[src/design/key_event_debounce_queue_assert.svh]
// ---------------------------------------------------------------------------
// Key event debounce queue assertion macros
// Wrappers for the concurrent checks in the top level; empty in synthesis.
// ---------------------------------------------------------------------------
`ifndef KEY_EVENT_DEBOUNCE_QUEUE_ASSERT_SVH
`define KEY_EVENT_DEBOUNCE_QUEUE_ASSERT_SVH

`ifndef SYNTHESIS

// Consequent must hold in the same cycle as the antecedent.
`define KEDQ_ASSERT_SAME(label, clk, rst, ante, cons) \
   label: assert property (@(posedge clk) disable iff (rst) (ante) |-> (cons)) \
      else $error("key_event_debounce_queue: same-cycle check failed");

// Consequent must hold in the cycle after the antecedent.
`define KEDQ_ASSERT_NEXT(label, clk, rst, ante, cons) \
   label: assert property (@(posedge clk) disable iff (rst) (ante) |=> (cons)) \
      else $error("key_event_debounce_queue: next-cycle check failed");

`else

`define KEDQ_ASSERT_SAME(label, clk, rst, ante, cons)
`define KEDQ_ASSERT_NEXT(label, clk, rst, ante, cons)

`endif

`endif

[src/design/kedq_pkg.sv]
// ---------------------------------------------------------------------------
// Key event debounce queue package
// Shared widths, codes, defaults and the controller command bundle.
// ---------------------------------------------------------------------------
`timescale 1ns / 1ps
`default_nettype none

package kedq_pkg;

   localparam int KEYS_DEFAULT        = 5;
   localparam int QUEUE_DEPTH_DEFAULT = 20;

   localparam int KEY_W    = 4;
   localparam int STATUS_W = 2;
   localparam int COUNT_W  = 8;
   localparam int LEVEL_W  = 2;
   localparam int CSR_IDX_W = 1;

   localparam logic [COUNT_W-1:0] DOWN_TIME_RESET = 8'd2;
   localparam logic [COUNT_W-1:0] HOLD_TIME_RESET = 8'd50;

   // Register indexes on the configuration port.
   localparam logic [CSR_IDX_W-1:0] CSR_DOWN_TIME = 1'b0;
   localparam logic [CSR_IDX_W-1:0] CSR_HOLD_TIME = 1'b1;

   // Request kinds.
   localparam logic KIND_SCAN = 1'b0;
   localparam logic KIND_POP  = 1'b1;

   // Event status codes.
   localparam logic [STATUS_W-1:0] ST_UP   = 2'd0;
   localparam logic [STATUS_W-1:0] ST_DOWN = 2'd1;
   localparam logic [STATUS_W-1:0] ST_HOLD = 2'd2;

   // Queue fill level codes.
   localparam logic [LEVEL_W-1:0] LVL_EMPTY  = 2'd0;
   localparam logic [LEVEL_W-1:0] LVL_NORMAL = 2'd1;
   localparam logic [LEVEL_W-1:0] LVL_FULL   = 2'd2;

   typedef struct packed {
      logic load;   // capture the request payload
      logic scan;   // process one key counter
      logic pop;    // read the oldest queue entry
   } kedq_cmd_type;

endpackage

`default_nettype wire

[src/design/kedq_ctrl.sv]
// ---------------------------------------------------------------------------
// Key event debounce queue controller
// Sequences scan ticks over the key counters and pop reads of the queue.
// ---------------------------------------------------------------------------
`timescale 1ns / 1ps
`default_nettype none

module kedq_ctrl #(
   parameter int KEYS = kedq_pkg::KEYS_DEFAULT,
   parameter int KIW  = 1
) (
   input  wire logic                  clock,
   input  wire logic                  reset,
   input  wire logic                  start,
   input  wire logic                  req_kind,
   output logic                       busy,
   output logic                       rsp_strobe,
   output kedq_pkg::kedq_cmd_type     cmd,
   output logic [KIW-1:0]             key_idx
);
   import kedq_pkg::*;

   localparam logic [1:0] S_IDLE    = 2'd0;
   localparam logic [1:0] S_SCAN    = 2'd1;
   localparam logic [1:0] S_POP_RD  = 2'd2;
   localparam logic [1:0] S_POP_OUT = 2'd3;

   localparam logic [KIW-1:0] LAST_IDX = KIW'(KEYS - 1);

   logic [1:0]     state_ff, state_in;
   logic [KIW-1:0] idx_ff, idx_in;

   always_comb begin
      state_in = state_ff;
      idx_in   = idx_ff;
      cmd      = '0;
      case (state_ff)
         S_IDLE: begin
            if (start) begin
               cmd.load = 1'b1;
               idx_in   = '0;
               state_in = (req_kind == KIND_POP) ? S_POP_RD : S_SCAN;
            end
         end
         S_SCAN: begin
            cmd.scan = 1'b1;
            if (idx_ff == LAST_IDX) begin
               state_in = S_IDLE;
            end else begin
               idx_in = idx_ff + KIW'(1);
            end
         end
         S_POP_RD: begin
            cmd.pop  = 1'b1;
            state_in = S_POP_OUT;
         end
         S_POP_OUT: begin
            state_in = S_IDLE;
         end
         default: begin
            state_in = S_IDLE;
         end
      endcase
   end

   always_ff @(posedge clock) begin
      if (reset) begin
         state_ff <= S_IDLE;
         idx_ff   <= '0;
      end else begin
         state_ff <= state_in;
         idx_ff   <= idx_in;
      end
   end

   assign busy       = (state_ff != S_IDLE);
   assign rsp_strobe = (state_ff == S_POP_OUT);
   assign key_idx    = idx_ff;

endmodule

`default_nettype wire

[src/design/kedq_dp.sv]
// ---------------------------------------------------------------------------
// Key event debounce queue datapath
// Press counters, threshold checks, event ring buffer and settings registers.
// ---------------------------------------------------------------------------
`timescale 1ns / 1ps
`default_nettype none

module kedq_dp #(
   parameter int KEYS        = kedq_pkg::KEYS_DEFAULT,
   parameter int QUEUE_DEPTH = kedq_pkg::QUEUE_DEPTH_DEFAULT,
   parameter int KIW         = 1
) (
   input  wire logic                                clock,
   input  wire logic                                reset,
   input  wire kedq_pkg::kedq_cmd_type              cmd,
   input  wire logic [KIW-1:0]                      key_idx,
   input  wire logic [kedq_pkg::KEY_W-1:0]          req_scan_key,
   input  wire logic                                csr_write,
   input  wire logic [kedq_pkg::CSR_IDX_W-1:0]      csr_index,
   input  wire logic [kedq_pkg::COUNT_W-1:0]        csr_wdata,
   output logic                                     rsp_event_valid,
   output logic [kedq_pkg::KEY_W-1:0]               rsp_event_key,
   output logic [kedq_pkg::STATUS_W-1:0]            rsp_event_status
);
   import kedq_pkg::*;

   localparam int PTR_W = $clog2(QUEUE_DEPTH);
   localparam logic [PTR_W-1:0] LAST_POS = PTR_W'(QUEUE_DEPTH - 1);
   localparam int ENTRY_W = KEY_W + STATUS_W;

   logic [COUNT_W-1:0]  press_ff [KEYS];
   logic [ENTRY_W-1:0]  mem_ff [QUEUE_DEPTH];
   logic [ENTRY_W-1:0]  rd_data_ff;
   logic                hit_ff;

   logic [COUNT_W-1:0]  down_ff, hold_ff;
   logic [KEY_W-1:0]    scan_key_ff;
   logic [PTR_W-1:0]    wr_ptr_ff, wr_ptr_in;
   logic [PTR_W-1:0]    rd_ptr_ff, rd_ptr_in;
   logic [LEVEL_W-1:0]  level_ff, level_in;

   logic [KEY_W-1:0]    key_num;
   logic [COUNT_W-1:0]  press_cur, press_next, cnt_inc;
   logic [COUNT_W:0]    down_plus1;
   logic                push_req, push_en, pop_hit;
   logic [STATUS_W-1:0] push_status;
   logic [PTR_W-1:0]    wr_next, rd_next;

   assign key_num    = KEY_W'(key_idx) + KEY_W'(1);
   assign press_cur  = press_ff[key_idx];
   assign cnt_inc    = press_cur + COUNT_W'(1);
   assign down_plus1 = {1'b0, down_ff} + (COUNT_W + 1)'(1);

   // Threshold checks run in a fixed order: down first, then hold, then the
   // fall-back that makes hold events repeat.
   always_comb begin
      push_req    = 1'b0;
      push_status = ST_UP;
      press_next  = press_cur;
      if (scan_key_ff == key_num) begin
         press_next = cnt_inc;
         if (cnt_inc < down_ff) begin
            push_req = 1'b0;
         end else if ({1'b0, cnt_inc} == down_plus1) begin
            push_req    = 1'b1;
            push_status = ST_DOWN;
         end else if (cnt_inc < hold_ff) begin
            push_req = 1'b0;
         end else if (cnt_inc == hold_ff) begin
            push_req    = 1'b1;
            push_status = ST_HOLD;
         end else begin
            press_next = down_plus1[COUNT_W-1:0];
         end
      end else begin
         if (press_cur > down_ff) begin
            push_req    = 1'b1;
            push_status = ST_UP;
         end
         press_next = '0;
      end
   end

   assign push_en = cmd.scan && push_req && (level_ff != LVL_FULL);
   assign pop_hit = cmd.pop && (level_ff != LVL_EMPTY);
   assign wr_next = (wr_ptr_ff == LAST_POS) ? '0 : wr_ptr_ff + PTR_W'(1);
   assign rd_next = (rd_ptr_ff == LAST_POS) ? '0 : rd_ptr_ff + PTR_W'(1);

   always_comb begin
      wr_ptr_in = wr_ptr_ff;
      rd_ptr_in = rd_ptr_ff;
      level_in  = level_ff;
      if (push_en) begin
         wr_ptr_in = wr_next;
         level_in  = (wr_next == rd_ptr_ff) ? LVL_FULL : LVL_NORMAL;
      end else if (pop_hit) begin
         rd_ptr_in = rd_next;
         level_in  = (rd_next == wr_ptr_ff) ? LVL_EMPTY : LVL_NORMAL;
      end
   end

   always_ff @(posedge clock) begin
      if (reset) begin
         wr_ptr_ff <= '0;
         rd_ptr_ff <= '0;
         level_ff  <= LVL_EMPTY;
         down_ff   <= DOWN_TIME_RESET;
         hold_ff   <= HOLD_TIME_RESET;
         for (int i = 0; i < KEYS; i++) begin
            press_ff[i] <= '0;
         end
      end else begin
         wr_ptr_ff <= wr_ptr_in;
         rd_ptr_ff <= rd_ptr_in;
         level_ff  <= level_in;
         if (cmd.scan) begin
            press_ff[key_idx] <= press_next;
         end
         if (csr_write) begin
            case (csr_index)
               CSR_DOWN_TIME: down_ff <= csr_wdata;
               CSR_HOLD_TIME: hold_ff <= csr_wdata;
               default:       down_ff <= down_ff;
            endcase
         end
      end
   end

   always_ff @(posedge clock) begin
      if (cmd.load) begin
         scan_key_ff <= req_scan_key;
      end
      if (cmd.pop) begin
         hit_ff <= pop_hit;
      end
   end

   // Event memory: one write port for pushes, one registered read port.
   always_ff @(posedge clock) begin
      if (push_en) begin
         mem_ff[wr_ptr_ff] <= {key_num, push_status};
      end
      if (pop_hit) begin
         rd_data_ff <= mem_ff[rd_ptr_ff];
      end
   end

   assign rsp_event_valid  = hit_ff;
   assign rsp_event_key    = hit_ff ? rd_data_ff[ENTRY_W-1:STATUS_W] : '0;
   assign rsp_event_status = hit_ff ? rd_data_ff[STATUS_W-1:0] : ST_UP;

endmodule

`default_nettype wire

[src/design/key_event_debounce_queue.sv]
// A scan tick has an accept step, then the controller steps through the key
// counters one by one in ascending order.
// A pop passes through a read state and an output state; its result strobes
// in the cycle after the registered read of the event memory.
// Results cannot be stalled. Synchronous reset clears counters, queue pointers
// and level, and loads the default thresholds; no clearing pass is needed.
// ---------------------------------------------------------------------------
// Key event debounce queue
// Debounces scanned keys with hold repeat and queues up/down/hold events.
// ---------------------------------------------------------------------------
`timescale 1ns / 1ps
`default_nettype none

module key_event_debounce_queue #(
   parameter int KEYS        = kedq_pkg::KEYS_DEFAULT,
   parameter int QUEUE_DEPTH = kedq_pkg::QUEUE_DEPTH_DEFAULT
) (
   input  wire logic                                clock,
   input  wire logic                                reset,
   input  wire logic                                start,
   output logic                                     busy,
   input  wire logic                                req_kind,
   input  wire logic [kedq_pkg::KEY_W-1:0]          req_scan_key,
   output logic                                     rsp_strobe,
   output logic                                     rsp_event_valid,
   output logic [kedq_pkg::KEY_W-1:0]               rsp_event_key,
   output logic [kedq_pkg::STATUS_W-1:0]            rsp_event_status,
   input  wire logic                                csr_valid,
   output logic                                     csr_ready,
   input  wire logic [kedq_pkg::CSR_IDX_W-1:0]      csr_index,
   input  wire logic [kedq_pkg::COUNT_W-1:0]        csr_wdata
);
   import kedq_pkg::*;

`include "key_event_debounce_queue_assert.svh"

   localparam int KIW = (KEYS > 1) ? $clog2(KEYS) : 1;

   kedq_cmd_type   cmd;
   logic [KIW-1:0] key_idx;
   logic           start_ok;
   logic           rsp_empty_fields;

   assign start_ok  = start && !busy;
   assign csr_ready = 1'b1;

   kedq_ctrl #(
      .KEYS (KEYS),
      .KIW  (KIW)
   ) u_ctrl (
      .clock      (clock),
      .reset      (reset),
      .start      (start_ok),
      .req_kind   (req_kind),
      .busy       (busy),
      .rsp_strobe (rsp_strobe),
      .cmd        (cmd),
      .key_idx    (key_idx)
   );

   kedq_dp #(
      .KEYS        (KEYS),
      .QUEUE_DEPTH (QUEUE_DEPTH),
      .KIW         (KIW)
   ) u_dp (
      .clock            (clock),
      .reset            (reset),
      .cmd              (cmd),
      .key_idx          (key_idx),
      .req_scan_key     (req_scan_key),
      .csr_write        (csr_valid && csr_ready),
      .csr_index        (csr_index),
      .csr_wdata        (csr_wdata),
      .rsp_event_valid  (rsp_event_valid),
      .rsp_event_key    (rsp_event_key),
      .rsp_event_status (rsp_event_status)
   );

   assign rsp_empty_fields = (rsp_event_key == '0) && (rsp_event_status == ST_UP);

   `KEDQ_ASSERT_SAME(a_strobe_busy, clock, reset, rsp_strobe, busy)
   `KEDQ_ASSERT_NEXT(a_start_busy, clock, reset, start_ok, busy)
   `KEDQ_ASSERT_NEXT(a_strobe_single, clock, reset, rsp_strobe, !rsp_strobe)
   `KEDQ_ASSERT_SAME(a_empty_zero, clock, reset, rsp_strobe && !rsp_event_valid, rsp_empty_fields)

endmodule

`default_nettype wire

[config.mk]
export PLATFORM = sky130hd
export DESIGN_NAME = key_event_debounce_queue
export DESIGN_NICKNAME = d
export VERILOG_FILES = /design/src/design/kedq_pkg.sv /design/src/design/kedq_ctrl.sv /design/src/design/kedq_dp.sv /design/src/design/key_event_debounce_queue.sv
export VERILOG_INCLUDE_DIRS = /design/src /design/src/design
export SDC_FILE = /design/constraint.sdc
export NUM_CORES = 1
export LEC_CHECK = 0
export ABC_AREA = 1
export CORE_ASPECT_RATIO = 0.5
export CORE_MARGIN = 2
export CORE_UTILIZATION = 36
export DETAILED_ROUTE_END_ITERATION = 6
export DONT_BUFFER_PORTS = 1
export PLACE_DENSITY = 0.5
export RECOVER_POWER = 25
export SLEW_MARGIN = 20
export SYNTH_ARGS = -nofsm -noshare
export SYNTH_HDL_FRONTEND = slang
export SYNTH_SLANG_ARGS = --single-unit
[constraint.sdc]
create_clock -name clock -period 4.1 [get_ports clock]
set_clock_uncertainty 0.05 [all_clocks]
set_input_delay 0.205 -clock clock [delete_from_list [all_inputs] [get_ports clock]]
set_output_delay 0.205 -clock clock [all_outputs]
set_load 0.1 [all_outputs]
==> impl_metrics.env <==
export IMPL_outcome="finished with violations"
export IMPL_violations="max-capacitance violations, max-slew violations"
export IMPL_endpoint="u_dp.mem_ff[15][2]$_DFFE_PP_"
export IMPL_dr_pass1_iters=7
export IMPL_clock_sinks=231
export IMPL_gp_congestion=0.8709
export IMPL_htree_num_levels=1
export IMPL_synth_common_cells="205 x nand2_1, 195 x edfxtp_1, 152 x nor2_1, 126 x inv_1, 81 x o21ai_0"
export IMPL_setup_tns_ns=0
export IMPL_setup_viol=0
export IMPL_grt_pass1_vias=8160
export IMPL_synthMostInstantiatedCell="nand2_1"
export IMPL_dpl_hpwl_mm=19.54
export IMPL_hold_ws_ns=0.1396
export IMPL_num_antenna_cells=0
export IMPL_final_nets=1243
export IMPL_synth_top_area_cell="edfxtp_1"
export IMPL_post_place_ws_ns=0.05784
export IMPL_period_share_pct=91.56
export IMPL_avgRoutedWirePerCell_um=17.90
export IMPL_wl_mm=28.78
export IMPL_start_util_pct=36.60
export IMPL_syn_nets=1189
export IMPL_hold_viol_final=0
export IMPL_layout_drive_gt1_share_pct=11.17
export IMPL_synth_warnings=0
export IMPL_leakage_nw=5.223
export IMPL_seq_area_frac_synth_pct=59.20
export IMPL_antenna_found_initial=0
export IMPL_comb_power_share_pct=17.2
export IMPL_r2r_end="u_dp.mem_ff[15][2]$_DFFE_PP_"
export IMPL_yosysTopAreaCellShare_pct=52.71
export IMPL_antenna_left=0
export IMPL_initialDrtViolationCount=724
export IMPL_instances_no_fill=1608
export IMPL_ir_drop_uv=263.5
export IMPL_clkPwrFrac_pct=35.9
export IMPL_path_class="reg -> reg"
export IMPL_area_growth_pct=14.82
export IMPL_drv_slew=36
export IMPL_rsz0062_at_grt="true"
export IMPL_start_kind="register"
export IMPL_gr_usage_all_layers_pct=18.26
export IMPL_fp_dieH_um=128.2
export IMPL_rrSetupSlack_ns=0.35
export IMPL_ys_seq_elements=231
export IMPL_rows=45
export IMPL_synthDistinctLibCells=47
export IMPL_dp_cells=1540
export IMPL_synth_avg_cell_area_um2=9.761
export IMPL_p_seq_share_pct=46.9
export IMPL_synth_edff_count=195
export IMPL_clkSlewWorstSetupHoldPaths_ns=0.06
export IMPL_max_cap_violations=2
export IMPL_p_sw_w=0.001649
export IMPL_netlist_area_um2=11110
export IMPL_crit_path_end_kind="register"
export IMPL_fmax_ghz=0.2664
export IMPL_numCtsBuffers=23
export IMPL_cts_tree="yes"
export IMPL_swShare_pct=28.91
export IMPL_io_buffers=0
export IMPL_ys_async_sr_fraction_pct=0
export IMPL_critPathRequiredTime_ns=4.30
export IMPL_synth_flop_cell="edfxtp_1"
export IMPL_vias_per_cell=5.113
export IMPL_synth_cells=1138
export IMPL_setup_ws_ns=0.3458
export IMPL_hp_class="in -> reg"
export IMPL_min_path_cells=4
export IMPL_internal_power_w=0.004056
export IMPL_clk_path_buf_depth=3
export IMPL_insertion_delay_ns=0.55
export IMPL_max_slew_margin_rel_pct=-6.624
export IMPL_via_count=8222
export IMPL_ios=28
export IMPL_core_area_um2=30350
export IMPL_die_width_um=252.4
export IMPL_crit_path_max_fanout=16
export IMPL_design_die_area_um2=32360
export IMPL_power_density_nw_per_um2=447.3
export IMPL_power_w=0.005706
export IMPL_period_minus_slack_ns=3.754
export IMPL_worst_r2r_path_depth=26
export IMPL_worst_slew_pin_slew_ns=1.599
export IMPL_synth_area_leaders="edfxtp_1 53%, nand2_1 6.9%, dfxtp_1 6.5%"
export IMPL_grt_overflow=0
export IMPL_cp_arrival_ns=3.95
export IMPL_drcViolationCount=0
export IMPL_clockRootBuffer="clkbuf_16"
export IMPL_fillers=2895
export IMPL_grt_pass1_wl_mm=45.72
export IMPL_grt_max_degree=50
placed cells by master, fill, tap and decap left out, drive strengths merged, types with 2 or more instances in the layout:
cell | synthesis | layout
clkbuf | 30 | 33
a21oi | 56 | 56
o221ai | 8 | 8
o22ai | 19 | 19
dlygate4sd3 | 0 | 21
nor3b | 2 | 2
nand2 | 220 | 220
o21ai | 92 | 92
nand4 | 12 | 12
o211ai | 8 | 8
ha | 33 | 33
nor2 | 155 | 155
a211oi | 5 | 5
dfxtp | 36 | 36
xor2 | 12 | 12
nor3 | 5 | 5
edfxtp | 195 | 195
clkinv | 5 | 13
xnor2 | 4 | 4
nand3 | 69 | 69
nor4 | 3 | 3
buf | 14 | 46
a32o | 6 | 6
clkinvlp | 0 | 4
inv | 135 | 137
a31oi | 6 | 6
power by group through the flow:
| stage | Combinational (W) | Sequential [W] | Clock (W) |
|---|---|---|---|
| after floorplan | 0.000692 | 0.00269 | 0 |
| after global placement | 0.000917 | 0.00272 | 0 |
| after detailed placement | 0.000916 | 0.00272 | 0 |
| after CTS | 0.000940 | 0.00267 | 0.00210 |
| after global routing | 0.00111 | 0.00268 | 0.00220 |
| final | 0.000983 | 0.00267 | 0.00205 |
cell families after synthesis:
logic type	Yosys count	synth area share (%)
buf+inv	184	6.871
xor+xnor	16	1.262
simple gates	468	17.88
flops	231	59.20
compound gates	205	11.04
fa+ha+maj	33	3.717
other cells	1	0.03376
state kept, by name (all words and copies together) (netlist names), named ones only:
| register | cells |
|---|---|
| u_ctrl.key_idx | 3 |
| u_dp.down_ff | 8 |
| u_dp.hold_ff | 8 |
| u_dp.level_ff | 2 |
| u_dp.press_ff | 64 |
| u_dp.rd_data_ff | 6 |
| u_dp.scan_key_ff | 4 |
| u_dp.rsp_event_valid | 1 |
| u_dp.mem_ff | 120 |
| u_dp.wr_ptr_ff | 5 |
| u_dp.rd_ptr_ff | 5 |
| u_ctrl.state_ff | 2 |
worst min-delay path by stage:
stage	from	endpoint	slack, ns
5_1_grt	csr_valid	u_dp.down_ff[4]$_SDFFE_PP0P_	0.20
3_5_place_dp	reset	u_dp.level_ff[1]$_SDFFE_PP0P_	0.23
6_report	csr_valid	u_dp.down_ff[2]$_SDFFE_PP0P_	0.14
3_3_place_gp	reset	u_dp.level_ff[0]$_SDFFE_PP0P_	0.23
4_1_cts	csr_valid	u_dp.down_ff[3]$_SDFFE_PP0P_	0.09
2_1_floorplan	req_scan_key[0]	u_dp.scan_key_ff[0]$_DFFE_PP_	0.25
through the flow:
| stage | util, % | cell area [um2] |
|---|---|---|
| after CTS | 41.79 | 12680 |
| after global placement | 38.72 | 11750 |
| final | 42.03 | 12750 |
| after floorplan | - | 11110 |
| after global routing | 42.03 | 12750 |
| after detailed placement | 38.72 | 11750 |
critical path, cell delays in order (launching register included):
cell      delay, ns
dfxtp_4        0.38
buf_8          0.16
nor2_1         0.10
nor2_1         0.04
o21ai_1        0.08
nand3_1        0.10
nand2_2        0.13
inv_2          0.05
ha_1           0.20
inv_1          0.10
nand2_1        0.09
nand2_2        0.11
inv_1          0.07
ha_1           0.27
o211ai_1       0.07
nand2_1        0.10
a21o_1         0.12
a21oi_1        0.05
o21ai_0        0.20
buf_4          0.18
nand2_1        0.06
nand2_1        0.11
nand2_4        0.12
inv_8          0.11
nand2_2        0.12
nor2_1         0.13
buf_4          0.17
per-layer routing:
metal / routed length [um] / vias to the layer above / track usage, %
met5: 0 / - / 0
met4: 629 / 0 / 4.142
met3: 1407 / 41 / 2.944
met2: 13320 / 221 / 29.88
met1: 13420 / 3958 / 25.59
li1: - / 4002 / -
final cells by class:
type / count / area, um2 / share of cell area, %
flip-flops and latches: 231 / 6583 / 51.61
well taps: 399 / 499.2 / 3.914
clock buffers: 27 / 590.6 / 4.630
multi-input cells: 723 / 3810 / 29.87
inverters: 140 / 543.0 / 4.257
repair buffers: 73 / 598.1 / 4.689
clock inverters: 15 / 131.4 / 1.030
what timing repair did:
| item | 4_1_cts | 5_1_grt |
|---|---|---|
| gates resized for setup | 0 | 16 |
| buffers inserted | 0 | 5 |
| endpoints found under the hold margin | 35 | 0 |
| hold buffers | 21 | 0 |
| setup endpoints to repair | 0 | 184 |
(Power assumes the default switching activity.)
